--- src/grht_ram.sv ---
// Generic simple dual-port RAM: one write port, one read port, registered read data.
// No dependencies.
module grht_ram #(
    parameter int WIDTH = 8,
    parameter int DEPTH = 16
) (
    input  logic                         i_clk,
    input  logic                         i_we,
    input  logic [$clog2(DEPTH)-1:0]     i_waddr,
    input  logic [WIDTH-1:0]             i_wdata,
    input  logic [$clog2(DEPTH)-1:0]     i_raddr,
    output logic [WIDTH-1:0]             o_rdata
);

    logic [WIDTH-1:0] r_mem [DEPTH];
    logic [WIDTH-1:0] r_rdata;

    always_ff @(posedge i_clk) begin
        if (i_we) begin
            r_mem[i_waddr] <= i_wdata;
        end
        r_rdata <= r_mem[i_raddr];
    end

    assign o_rdata = r_rdata;

endmodule

--- config.mk ---
export PLATFORM = sky130hd
export DESIGN_NAME = grht_ram
export DESIGN_NICKNAME = d
export VERILOG_FILES = /design/src/grht_ram.sv
export SDC_FILE = /design/constraint.sdc
export NUM_CORES = 1
export LEC_CHECK = 0
export BUFFER_PORTS_ARGS = -buffer_cell sky130_fd_sc_hd__buf_2
export CORE_AREA = 10 10 136 138
export DETAILED_ROUTE_END_ITERATION = 10
export DIE_AREA = 0 0 146 148
export HOLD_SLACK_MARGIN = 0.1
export SYNTH_ARGS = -nofsm -noshare
export SYNTH_HDL_FRONTEND = slang
export SYNTH_SLANG_ARGS = --single-unit
export TNS_END_PERCENT = 50
--- constraint.sdc ---
create_clock -name i_clk -period 1.8 [get_ports i_clk]
set_input_delay 0.27 -clock i_clk [delete_from_list [all_inputs] [get_ports i_clk]]
set_output_delay 0.27 -clock i_clk [all_outputs]
set_load 0.02 [all_outputs]
==> results of run 1 <==
-- registers in the layout, indices dropped and copies added, names as in the netlist --
name,count
r_mem,128
o_rdata,8
-- Yosys cell counts --
master | n | share of area
sky130_fd_sc_hd__edfxtp_1 | 128 | 0.75
sky130_fd_sc_hd__mux4_2 | 18 | 0.079
sky130_fd_sc_hd__a22oi_1 | 16 | 0.023
sky130_fd_sc_hd__mux4_1 | 14 | 0.071
sky130_fd_sc_hd__nor2_1 | 13 | 0.0095
sky130_fd_sc_hd__nand2_1 | 9 | 0.0066
sky130_fd_sc_hd__dfxtp_1 | 8 | 0.031
sky130_fd_sc_hd__nor3_1 | 4 | 0.0039
sky130_fd_sc_hd__buf_2 | 3 | 0.0029
sky130_fd_sc_hd__buf_6 | 3 | 0.0066
sky130_fd_sc_hd__clkdlybuf4s25_2 | 3 | 0.0058
sky130_fd_sc_hd__nand2b_1 | 2 | 0.0024
sky130_fd_sc_hd__nand3b_1 | 2 | 0.0029
sky130_fd_sc_hd__and2_1 | 1 | 0.0012
sky130_fd_sc_hd__and2b_1 | 1 | 0.0015
sky130_fd_sc_hd__buf_4 | 1 | 0.0015
sky130_fd_sc_hd__nand3_1 | 1 | 0.00097
sky130_fd_sc_hd__nor2b_1 | 1 | 0.0012
sky130_fd_sc_hd__or3b_2 | 1 | 0.0017
-- final timing paths --
| check | startpoint | end | slack [ns] | depth (start not counted) |
|---|---|---|---|---|
| hold / removal | i_wdata[5] | r_mem[5][5] | 0.24 | 1 |
| setup reg to reg | r_mem[2][3] | o_rdata[3] | 0.43 | 3 |
| hold reg to reg | r_mem[12][2] | o_rdata[2] | 0.68 | 3 |
| setup / recovery | r_mem[2][3] | o_rdata[3] | 0.43 | 3 |
-- final cells by class --
| class | count | area (um^2) | share of cell area |
|---|---|---|---|
| tap | 216 | 270 | 0.0425 |
| clock buffer | 17 | 425 | 0.0669 |
| sequential | 136 | 4000 | 0.630 |
| multi-input combinational | 83 | 1060 | 0.166 |
| timing repair buffer | 48 | 323 | 0.0508 |
| clock inverter | 15 | 279 | 0.0439 |
-- stage by stage --
stage | setup slack, ns | hold slack [ns] | cell area (um^2)
global placement | 0.108 | 0.653 | 5650
CTS | 0.439 | 0.231 | 6360
floorplan | 0.0371 | 0.369 | 5150
detailed placement | 0.117 | 0.665 | 5650
global route | 0.335 | 0.245 | 6360
finish | 0.426 | 0.244 | 6360
-- worst reg2reg max path, cell delays in order (launching register included) --
cell and delay, ns:
sky130_fd_sc_hd__edfxtp_1 0.37, sky130_fd_sc_hd__mux4_1 0.50, sky130_fd_sc_hd__a22oi_1 0.30, sky130_fd_sc_hd__nand2_1 0.08
-- routing by layer --
metal / share of wire / wire [um] / vias up
met1: 0.45 / 4500 / 1210
met4: 0.016 / 157 / 0
met5: 0 / 0 / -
li1: - / - / 1087
met3: 0.069 / 687 / 15
met2: 0.46 / 4590 / 70
-- cell families after synthesis --
| kind of cell | Yosys count | share of synthesized area |
|---|---|---|
| AO/OA/AOI/OAI | 16 | 0.0233 |
| AND/OR/NAND/NOR | 35 | 0.0318 |
| multiplexers | 32 | 0.150 |
| buffers and inverters | 10 | 0.0168 |
| flip-flops | 136 | 0.778 |
-- power by group through the flow --
stage          sequential, mW  combinational (mW)  clock [mW]
3_5_place_dp             3.63               0.363           0
2_1_floorplan            3.65               0.180           0
6_report                 3.56               0.356        4.09
5_1_grt                  3.57               0.390        4.28
4_1_cts                  3.56               0.363        4.16
3_3_place_gp             3.63               0.353           0
==> impl.org, run 1 <==
** Status
- Run status :: finished clean

** Power and ir drop
- Overall power consumption after layout is estimated at 8.01 mW.
- Net Switching :: roughly 1.5 mW
- The share of total power dissipated in the clock network is 0.511.
- In this run the static leakage power is 2.17 nW.
- The internal power of the cells totals 6.55 mW.
- Of the total power, the share spent switching nets is 0.183.
- The share of total power dissipated in combinational logic is 0.044.
- Fraction of power consumed by sequential logic :: 0.445
- Pwr Density :: around 1300 nW/um^2
- Across the VDD grid, the largest voltage drop is about 660 uV.

** Synth
- Post-synthesis register bit count :: ~140
- Yosys mapped the design onto 19 distinct sky130hd cell types.
- Warnings from Yosys :: 0
- After synthesis, the mean cell area works out to 22.5 um^2.
- In this run the cell area of the synthesized design comes to 5150 um^2.
- After technology mapping, the gate count stands at approximately 230.
- The share of the Yosys chip area taken by registers is 0.778.
- Total nets after synthesis :: around 250

** Floorplanning
- The initial utilization of the core area, before any placement, comes to 0.328.
- Core region area :: ~16000 um^2
- The die covers between 20000 and 25000 um^2.
- The floorplan step set the die width to around 150 um.
- The initialized floorplan defines 46 standard-cell rows.
- For this design the top-level I/O count stands at 26.
- Die Y :: about 150 um

** Worst setup path
- Slowest cell on the critical path :: sky130_fd_sc_hd__mux4_1
- CP Cell Sequence :: mux4_1 > a22oi_1 > nand2_1
- On the worst path, the slowest cell contributes a delay of about 0.50 ns.
- The worst setup path is captured at a flip-flop.
- Worst path bufs/invs :: 0
- Maximum fanout count along the critical path :: 1
- The critical path is of the flip-flop to flip-flop type.
- Arrival time at the worst endpoint :: 1.67 ns
- Data on the critical path is required at its endpoint by 2.10 ns.
- Type of origin of the critical path :: flip-flop
- In this design, the largest share of critical-path delay is due to multiplexers.

** GRT
- Number of global-route vias before repair :: around 2.6k
- Initial antenna violation count :: 0
- Highest-utilization routing layer at the global route stage :: met2
- In the global route stage, met3 resource usage came out at 0.0357.
- Wire length of the first global-routing pass :: 15700 um
- Met2 capacity usage during global routing :: 0.144
- Largest net degree at the start of global routing :: 33
- Global-route total usage across every layer :: 0.0974
- Met1 usage :: 0.126
- Global routing finished with a remaining overflow of 0.

** Clock tree
- The tree is rooted in a sky130_fd_sc_hd__clkbuf_16.
- Buffers inserted during clock tree synthesis total 17.
- TritonCTS built the clock tree.
- The clock passes through at most 2 buffers.
- Post-CTS repair changed the size of 0 cells.
- Post-CTS Setup Bufs :: 0
- Clock-pin slew was measured on the worst setup and hold paths at around 0.060 ns.
- Sink Count :: roughly 140
- H-Tree Depth :: 4
- At the later pin of the worst-skew pair, clock insertion delay measures roughly 0.41 ns.
- Total of hold buffers inserted after clock tree synthesis :: 0

** Place
- Instance count after placement with tap cells included :: ~480
- Detailed placement finished with a half-perimeter wire length of between 6000 and 7000 um.
- The count of buffers added on input and output ports is 25.
- Routability-driven placement finished with a final weighted congestion of ~0.7.

** Final layout
- Final layout net count :: 304
- Leaving out fill and tap cells, the most frequent cells in the layout are sky130_fd_sc_hd__edfxtp_1, sky130_fd_sc_hd__buf_2, sky130_fd_sc_hd__buf_4.
- The area growth from synthesis to layout is 23.5%.
- Filler-free cell count of the finished design :: 515
- Once layout is complete, the utilization of the core stands at 0.405.
- In the final layout, the share of cells above drive strength 1 is 0.328.
- Most common cell after layout, fill and taps aside :: sky130_fd_sc_hd__edfxtp_1
- Counting the fill cells in the layout gives around 1.4k.
- 0 antenna diodes ended up in the layout.

** Route
- Before antenna repair, the detailed router went through 4 iterations.
- Average vias per placed instance :: between 4 and 5
- Wirelength per Cell :: approximately 19 um
- The first routing iteration left about 240 violations.
- Antenna viol nets, final :: 0
- Wires add up to about 9900 um.
- The routed layout has between 2k and 2.5k vias.
- After detailed routing, the number of remaining DRC violations is 0.

** STA
- Clock skew on the completed layout was measured at approximately 0.0044 ns.
- Post-route fraction of the period consumed by the critical path :: 0.764
- The total count of max-transition violations in the final report was 0.
- Number of setup violations in the final report :: 0
- Setup repair after global routing left no endpoint under its margin.
- For the pin with the worst max-slew slack, the measured transition is 0.383 ns.
- Summed over all failing endpoints, the final setup total negative slack is 0 ns.
- Fmax achieved :: approximately 730 MHz
- In this run the tightest slew margin relative to its limit is 0.745.
- Minimum period implied by the final worst setup slack :: 1.37 ns
- Final count of hold timing violations :: 0

** Min path
- Hold Path Class :: primary input to flip-flop

** Flow run
- Across the run, the number of max-cap violations was 0.
Power figures use the tool's default switching activity.
==> run 2: changes to the inputs <==
==> constraint.sdc (replaced) <==
create_clock -name i_clk -period 1.3 [get_ports i_clk]
set_input_delay 0.195 -clock i_clk [delete_from_list [all_inputs] [get_ports i_clk]]
set_output_delay 0.195 -clock i_clk [all_outputs]
set_load 0.02 [all_outputs]
==> run 2 against run 1 <==
Against the previous run:
- final area rose by 0.91%
- count of clock-buffer cells in the layout rose by 3
- power rose by 26%
- hold slack got worse by 0.079 ns
- global-route usage rose by 0.59 points
- die area did not move
- clock power rose by 13%
- register-to-register slack got worse by 0.42 ns
- worst setup slack got worse by 0.42 ns
- fmax rose by 6.4%
- utilization rose by 0.37 points
- critical path depth did not move
- highest routed layer unchanged
==> impl.org, run 2 (synthesis gave the netlist of run 1 again) <==
** GRT
- Largest net degree at the start of global routing :: 17 (was 33)
- The number of global-route vias before repair came to 2662 (was 2564).
- The total global-route track usage is 0.103 (was 0.0974).
- The global-route wire length before repair came to 16400 um (was 15700 um).
- The initial antenna violation count is 0 (unchanged).
- The total congestion overflow was 0 (unchanged).

** Power and ir drop
- The portion of total power attributed to sequential cells came to 0.488 (was 0.445).
- The switching share of total power is 0.203 (was 0.183).
- The total net switching power was 2.05 mW (was 1.46 mW).
- The total internal power is 8.06 mW (was 6.55 mW).
- Design Power :: 10.1 mW (was 8.01 mW)
- Power share of the combinational group :: 0.055 (was 0.044)
- Share of power burned in the clock network :: 0.456 (was 0.511)
- Pwr Density :: 1580 nW/um^2 (was 1260 nW/um^2)
- The worst supply voltage drop on vdd came to 1050 uV (was 658 uV).
- The reported leakage power is 2.14 nW (was 2.17 nW).

** Final layout
- The count of inserted antenna diode cells is 0 (unchanged).
- The most common cell after layout, fill and taps aside is sky130_fd_sc_hd__edfxtp_1 (unchanged).
- Commonest cells after routing, fill and taps aside: sky130_fd_sc_hd__edfxtp_1, sky130_fd_sc_hd__buf_4, sky130_fd_sc_hd__mux4_2 (was sky130_fd_sc_hd__edfxtp_1, sky130_fd_sc_hd__buf_2, sky130_fd_sc_hd__buf_4).
- The flip-flop count of the largest register, all copies and words added was 128 (unchanged).
- The fraction of layout instances using a drive strength above 1 was 0.431 (was 0.328).
- Final layout net count :: 316 (was 304)
- Largest register by flop count :: r_mem (unchanged)
- The signed area change from the synthesized netlist to the final layout is 24.6% (was 23.5%).

** Route
- The per-cell routed wire length came to 20.7 um (was 19.3 um).
- The number of optimization iterations in the first detailed-route pass was 4 (unchanged).
- The average vias per placed instance came to 4.72 (was 4.63).
- Post-detailed-routing wire length :: 10900 um (was 9940 um)
- Post-detailed-route DRC marker count :: 0 (unchanged)
- The detailed router's first-iteration violation count was 292 (was 242).
- Antenna viol nets, final :: 0 (unchanged)
- The total via count in the routed design is 2489 (was 2382).

** Clock tree
- The clock insertion delay at the later pin of the skew report was 0.41 ns (about the same).
- Total of hold buffers inserted after clock tree synthesis :: 0 (unchanged)
- Number of buffers created by CTS :: 17 (unchanged)
- H-Tree Depth :: 4 (unchanged)
- The clock input transition at the sequential cells of the worst setup and hold paths came to 0.06 ns (about the same).
- Buffers from clock root to sink, at most :: 2 (unchanged)
- The number of sinks handled by clock tree synthesis was 136 (unchanged).
- The root buffer cell is sky130_fd_sc_hd__clkbuf_16 (unchanged).
- CTS tree :: done (unchanged)

** STA
- Final count of hold timing violations :: 0 (unchanged)
- Number of setup violations in the final report :: 0 (unchanged)
- Worst slew margin relative to its limit :: 0.301 (was 0.745)
- Worst-case clock skew :: 0.0162 ns (was 0.00438 ns)
- Post-route fraction of the period consumed by the critical path :: 0.994 (was 0.764)
- Fmax achieved :: 774 MHz (was 728 MHz)
- The minimum period implied by the final worst setup slack came to 1.29 ns (was 1.37 ns).
- The total count of max-transition violations in the final report is 0 (unchanged).
- The aggregate negative setup slack was 0 ns (unchanged).
- Worst-Margin Slew :: 1.05 ns (was 0.383 ns)
- Unrepaired setup endpoints after global routing :: yes (was no)
- Min Hold Slack :: 0.165 ns (was 0.244 ns)

** Worst setup path
- Arrival time at the worst endpoint :: 1.58 ns (was 1.67 ns)
- CP required :: 1.59 ns (was 2.10 ns)
- The nature of the critical path startpoint was a flip-flop (unchanged).
- Kind of critical path :: flip-flop to flip-flop (unchanged)
- The biggest fanout along the worst timing path is 1 (unchanged).
- The critical path endpoint category is a flip-flop (unchanged).

** Status
- Run status :: finished clean (unchanged)

** Place
- The count of input and output buffers was 25 (unchanged).
- The detailed-placement wirelength estimate is 7160 um (was 6600 um).
- The final RePlAce weighted congestion was 0.777 (was 0.704).

** Floorplanning
- The area of the placeable core was 15700 um^2 (unchanged).
- The effective utilization at floorplan came to 0.328 (unchanged).
- Horizontal die dimension :: 146 um (unchanged)
- Top-level I/O count :: 26 (unchanged)
- The total number of placement rows was 46 (unchanged).
- Die Footprint :: 21600 um^2 (unchanged)
- Die Y :: 148 um (unchanged)

** Flow run
- Max_cap viols :: 0 (unchanged)

** Min path
- Hold Path Class :: primary input to flip-flop (unchanged)
-- run 2: stage by stage --
stage | util | instance area [um^2] | setup slack [ns] | cells
finish | 0.408 | 6420 | 0.00806 | 527
global route | 0.408 | 6420 | -0.0306 | 527
CTS | 0.409 | 6420 | 0.00160 | 527
detailed placement | 0.370 | 5820 | -0.413 | 495
global placement | 0.370 | 5820 | -0.388 | 495
floorplan | - | 5170 | -0.0866 | 229
-- run 2: what timing repair did --
item / in CTS / in global routing
pin swaps: 2 / 4
setup endpoints to repair: 6 / 8
buffers inserted: 0 / 0
gates cloned: 0 / 0
gates resized for setup: 7 / 13
-- run 2: area by class of cell --
cell class / count / area (um^2)
Clock buffer: 20 / 457
Clock inverter: 12 / 126
Fill cell: 1394 / 9300
Multi-Input combinational cell: 83 / 1100
Sequential cell: 136 / 4000
Tap cell: 216 / 270
Timing Repair Buffer: 60 / 463
-- run 2: critical path, stage by stage, from the launching register on --
cell and delay (ns):
sky130_fd_sc_hd__edfxtp_1 0.41, sky130_fd_sc_hd__mux4_2 0.47, sky130_fd_sc_hd__a22oi_1 0.20, sky130_fd_sc_hd__nand2_1 0.08
-- run 2: path summary, 6_finish.rpt --
path | start | to | slack (ns) | depth (start not counted)
worst max-delay path | r_mem[2][7] | o_rdata[7] | 0.008 | 3
worst min-delay path | i_wdata[0] | r_mem[2][0] | 0.17 | 1
worst max register to register | r_mem[2][7] | o_rdata[7] | 0.008 | 3
worst min register to register | r_mem[15][1] | o_rdata[1] | 0.67 | 3
-- run 2: metal layers --
metal,global-route usage,share of wire
met1,0.138,0.46
met4,0.0360,0.0065
met5,0,0
met2,0.156,0.47
met3,0.0330,0.065
-- run 2: power groups by stage --
stage / Sequential [mW] / Clock (mW) / Combinational, mW
final: 4.94 / 4.61 / 0.560
after global routing: 4.94 / 4.89 / 0.611
after CTS: 4.94 / 4.69 / 0.557
after detailed placement: 5.03 / 0 / 0.543
after global placement: 5.02 / 0 / 0.533
after floorplan: 5.05 / 0 / 0.253
==> run 3: changes to the inputs <==
--- a/config.mk
+++ b/config.mk
@@ -10,6 +10,7 @@
 export DETAILED_ROUTE_END_ITERATION = 10
 export DIE_AREA = 0 0 146 148
 export HOLD_SLACK_MARGIN = 0.1
+export REMOVE_ABC_BUFFERS = 1
 export SYNTH_ARGS = -nofsm -noshare
 export SYNTH_HDL_FRONTEND = slang
 export SYNTH_SLANG_ARGS = --single-unit
==> run 3 against run 2 <==
Against the previous run:
- critical path depth is the same
- via count down 3.5%
- clock power fell by 1%
- final area decreased by 1.1%
- sequential share of layout area increased by 0.66 points
- combinational power down 1%
- largest cell class unchanged
==> impl.org, run 3 (synthesis gave the netlist of run 1 again) <==
** Place
- The final RePlAce weighted congestion came to 0.726 (was 0.777).
- Number of buffer cells added on primary ports :: 25 (unchanged)
- The number of cells in the design after placement came to 491 (was 495).
- The detailed-placement wirelength estimate was 6710 um (was 7160 um).

** Worst setup path
- Type of origin of the critical path :: flip-flop (unchanged)
- The logic depth of the worst register-to-register path is 3 (unchanged).
- The launch point of the critical path was r_mem[3][2] (was r_mem[2][7]).
- The launch point of the worst reg-to-reg path was r_mem[3][2] (was r_mem[2][7]).
- Slack of the worst reg-to-reg path :: 0.004 ns (was 0.008 ns)
- Slowest cell on the critical path :: sky130_fd_sc_hd__mux4_2 (unchanged)
- The biggest fanout along the worst timing path is 1 (unchanged).
- Crit-path max cell delay :: 0.49 ns (was 0.47 ns)
- CP Cell Sequence: mux4_2 > a22oi_2 > nand2_1 (was mux4_2 > a22oi_1 > nand2_1).
- The capturing point of the worst reg2reg path was o_rdata[2] (was o_rdata[7]).
- Arrival time at the worst endpoint :: 1.58 ns (about the same)
- The type of the worst setup path is flip-flop to flip-flop (unchanged).
- The critical path endpoint category was a flip-flop (unchanged).
- The data required time at the worst endpoint is 1.58 ns (was 1.59 ns).

** Min path
- Hold Path Class :: primary input to flip-flop (unchanged)
- The start point of the worst min-delay path is i_wdata[0] (unchanged).
- The end point of the most critical hold path is r_mem[15][0] (was r_mem[2][0]).
- Cells on Worst Hold Path :: 1 (unchanged)

** Route
- Post-detailed-route DRC marker count :: 0 (unchanged)
- Antenna viol nets, final :: 0 (unchanged)
- Post-detailed-routing wire length :: 10100 um (was 10900 um)
- The number of optimization iterations in the first detailed-route pass is 4 (unchanged).
- Number of DRC markers in iteration 0 :: 187 (was 292)
- The per-cell routed wire length came to 19.3 um (was 20.7 um).
- The average vias per placed instance is 4.59 (was 4.72).
- The total via count in the routed design came to 2403 (was 2489).

** Floorplanning
- Horizontal die dimension :: 146 um (unchanged)
- The area of the placeable core came to 15700 um^2 (unchanged).
- The total number of placement rows came to 46 (unchanged).
- Top-level I/O count :: 26 (unchanged)
- The chip height was 148 um (unchanged).
- Die Footprint :: 21600 um^2 (unchanged)
- The effective utilization at floorplan is 0.328 (unchanged).

** Clock tree
- The number of sinks handled by clock tree synthesis came to 136 (unchanged).
- Number of buffers created by CTS :: 17 (unchanged)
- The clock insertion delay at the later pin of the skew report came to 0.40 ns (was 0.41 ns).
- The TritonCTS clock tree was done (unchanged).
- The count of H-tree levels built during CTS is 4 (unchanged).
- Clk pin slew, worst setup/hold paths :: 0.06 ns (about the same)
- The worst-case clock buffer depth is 2 (unchanged).
- The root buffer cell is sky130_fd_sc_hd__clkbuf_16 (unchanged).

** Final layout
- Fraction of layout cells with a size suffix above 1 :: 0.410 (was 0.431)
- Commonest cells after routing, fill and taps aside: sky130_fd_sc_hd__edfxtp_1, sky130_fd_sc_hd__mux4_2, sky130_fd_sc_hd__buf_4 (was sky130_fd_sc_hd__edfxtp_1, sky130_fd_sc_hd__buf_4, sky130_fd_sc_hd__mux4_2).
- Final layout net count :: 312 (was 316)
- Most common cell after layout, fill and taps aside :: sky130_fd_sc_hd__edfxtp_1 (unchanged)
- Largest register by flop count :: r_mem (unchanged)
- Max FFs per register :: 128 (unchanged)
- The count of placed standard cells in the final layout, fillers left out came to 524 (was 527).
- The signed area change from the synthesized netlist to the final layout was 23.3% (was 24.6%).

** STA
- Fmax achieved :: 771 MHz (was 774 MHz)
- The final count of hold timing violations was 0 (unchanged).
- Worst slew margin relative to its limit :: 0.308 (was 0.301)
- Min Hold Slack :: 0.168 ns (was 0.165 ns)
- The total count of max-transition violations in the final report came to 0 (unchanged).
- The final clock skew is 0.00660 ns (was 0.0162 ns).
- Post-route fraction of the period consumed by the critical path :: 0.997 (was 0.994)
- Worst-Margin Slew :: 1.04 ns (was 1.05 ns)
- Unrepaired setup endpoints after global routing :: yes (unchanged)
- The minimum period implied by the final worst setup slack came to 1.30 ns (was 1.29 ns).
- The final count of negative-setup-slack endpoints came to 0 (unchanged).
- Sum of negative setup slack :: 0 ns (unchanged)

** Status
- Run status: finished clean (unchanged).

** Power and ir drop
- LEAKAGE :: 2.12 nW (was 2.14 nW)
- IR drop worst, VDD :: 1050 uV (about the same)
- The power density over the cells came to 1580 nW/um^2 (about the same).

** GRT
- The global-route wire length before repair is 15900 um (was 16400 um).
- The total congestion overflow is 0 (unchanged).
- The total global-route track usage is 0.0993 (was 0.103).
- Largest net degree at the start of global routing :: 17 (unchanged)
- The number of global-route vias before repair was 2588 (was 2662).
- The initial antenna violation count was 1 (was 0).

** Flow run
- Max_cap viols :: 0 (unchanged)
-- run 3: cell types whose count changed in the layout (fill, tap and decap cells not counted), moves of 2 or more --
| cell | delta |
|---|---|
| sky130_fd_sc_hd__nor3_1 | +2 |
| sky130_fd_sc_hd__buf_4 | -2 |
| sky130_fd_sc_hd__clkinv_4 | -2 |
| sky130_fd_sc_hd__clkbuf_1 | +2 |
| sky130_fd_sc_hd__a22oi_1 | -3 |
| sky130_fd_sc_hd__buf_12 | -2 |
| sky130_fd_sc_hd__clkinv_2 | +3 |
| sky130_fd_sc_hd__nor2_2 | -3 |
| sky130_fd_sc_hd__clkinvlp_4 | -3 |
| sky130_fd_sc_hd__a22oi_2 | +3 |
| sky130_fd_sc_hd__nor2_1 | +3 |
-- run 3: final cells by class --
type / count / area (um^2)
repair buffers: 56 / 408
clock inverters: 9 / 97.6
diodes: 1 / 2.50
fillers: 1382 / 9360
clock buffers: 23 / 478
multi-input cells: 83 / 1090
flip-flops and latches: 136 / 4000
well taps: 216 / 270
-- run 3: power breakdown --
group | internal [mW] | switching [mW]
clock network | 2.95 | 1.60
logic | 0.244 | 0.309
registers | 4.91 | 0.0281
-- run 3: timing repair --
item                       CTS  global route
gates resized for setup      8            14
pin swaps                    2             8
hold buffers                 0             0
buffers inserted             0             0
setup endpoints to repair    6             8
gates cloned                 0             0
-- run 3: how the worst max path moves through the flow --
stage / to / slack [ns] / cells after the start
after CTS: o_rdata[2] / -0.004 / 3
after floorplan: r_mem[0][0] / -0.39 / 2
after detailed placement: o_rdata[0] / -0.37 / 5
final: o_rdata[2] / 0.004 / 3
after global routing: o_rdata[2] / -0.04 / 3
after global placement: o_rdata[2] / -0.38 / 5
-- run 3: worst max-delay path: cells and delay by family, from the launching register on --
| family | cells | cell delay, ns |
|---|---|---|
| muxes | 1 | 0.49 |
| DFF | 1 | 0.36 |
| AOI/OAI and AO/OA | 1 | 0.25 |
| and+or+nand+nor | 1 | 0.08 |
-- run 3: through the flow --
stage | power [mW] | worst slack (ns) | utilization | cell area, um^2
final | 10.0 | 0.00353 | 0.404 | 6350
after global placement | 5.54 | -0.383 | 0.365 | 5740
after detailed placement | 5.55 | -0.368 | 0.365 | 5740
after CTS | 10.1 | -0.00415 | 0.403 | 6340
after floorplan | 5.25 | -0.388 | - | 5060
after global routing | 10.4 | -0.0396 | 0.404 | 6350
-- run 3: per-layer routing --
| metal | global-route usage | routed length (um) | vias to the layer above |
|---|---|---|---|
| met2 | 0.149 | 4760 | 55 |
| met5 | 0 | 0 | - |
| met1 | 0.127 | 4640 | 1238 |
| li1 | - | - | 1097 |
| met3 | 0.0391 | 549 | 13 |
| met4 | 0.0395 | 172 | 0 |
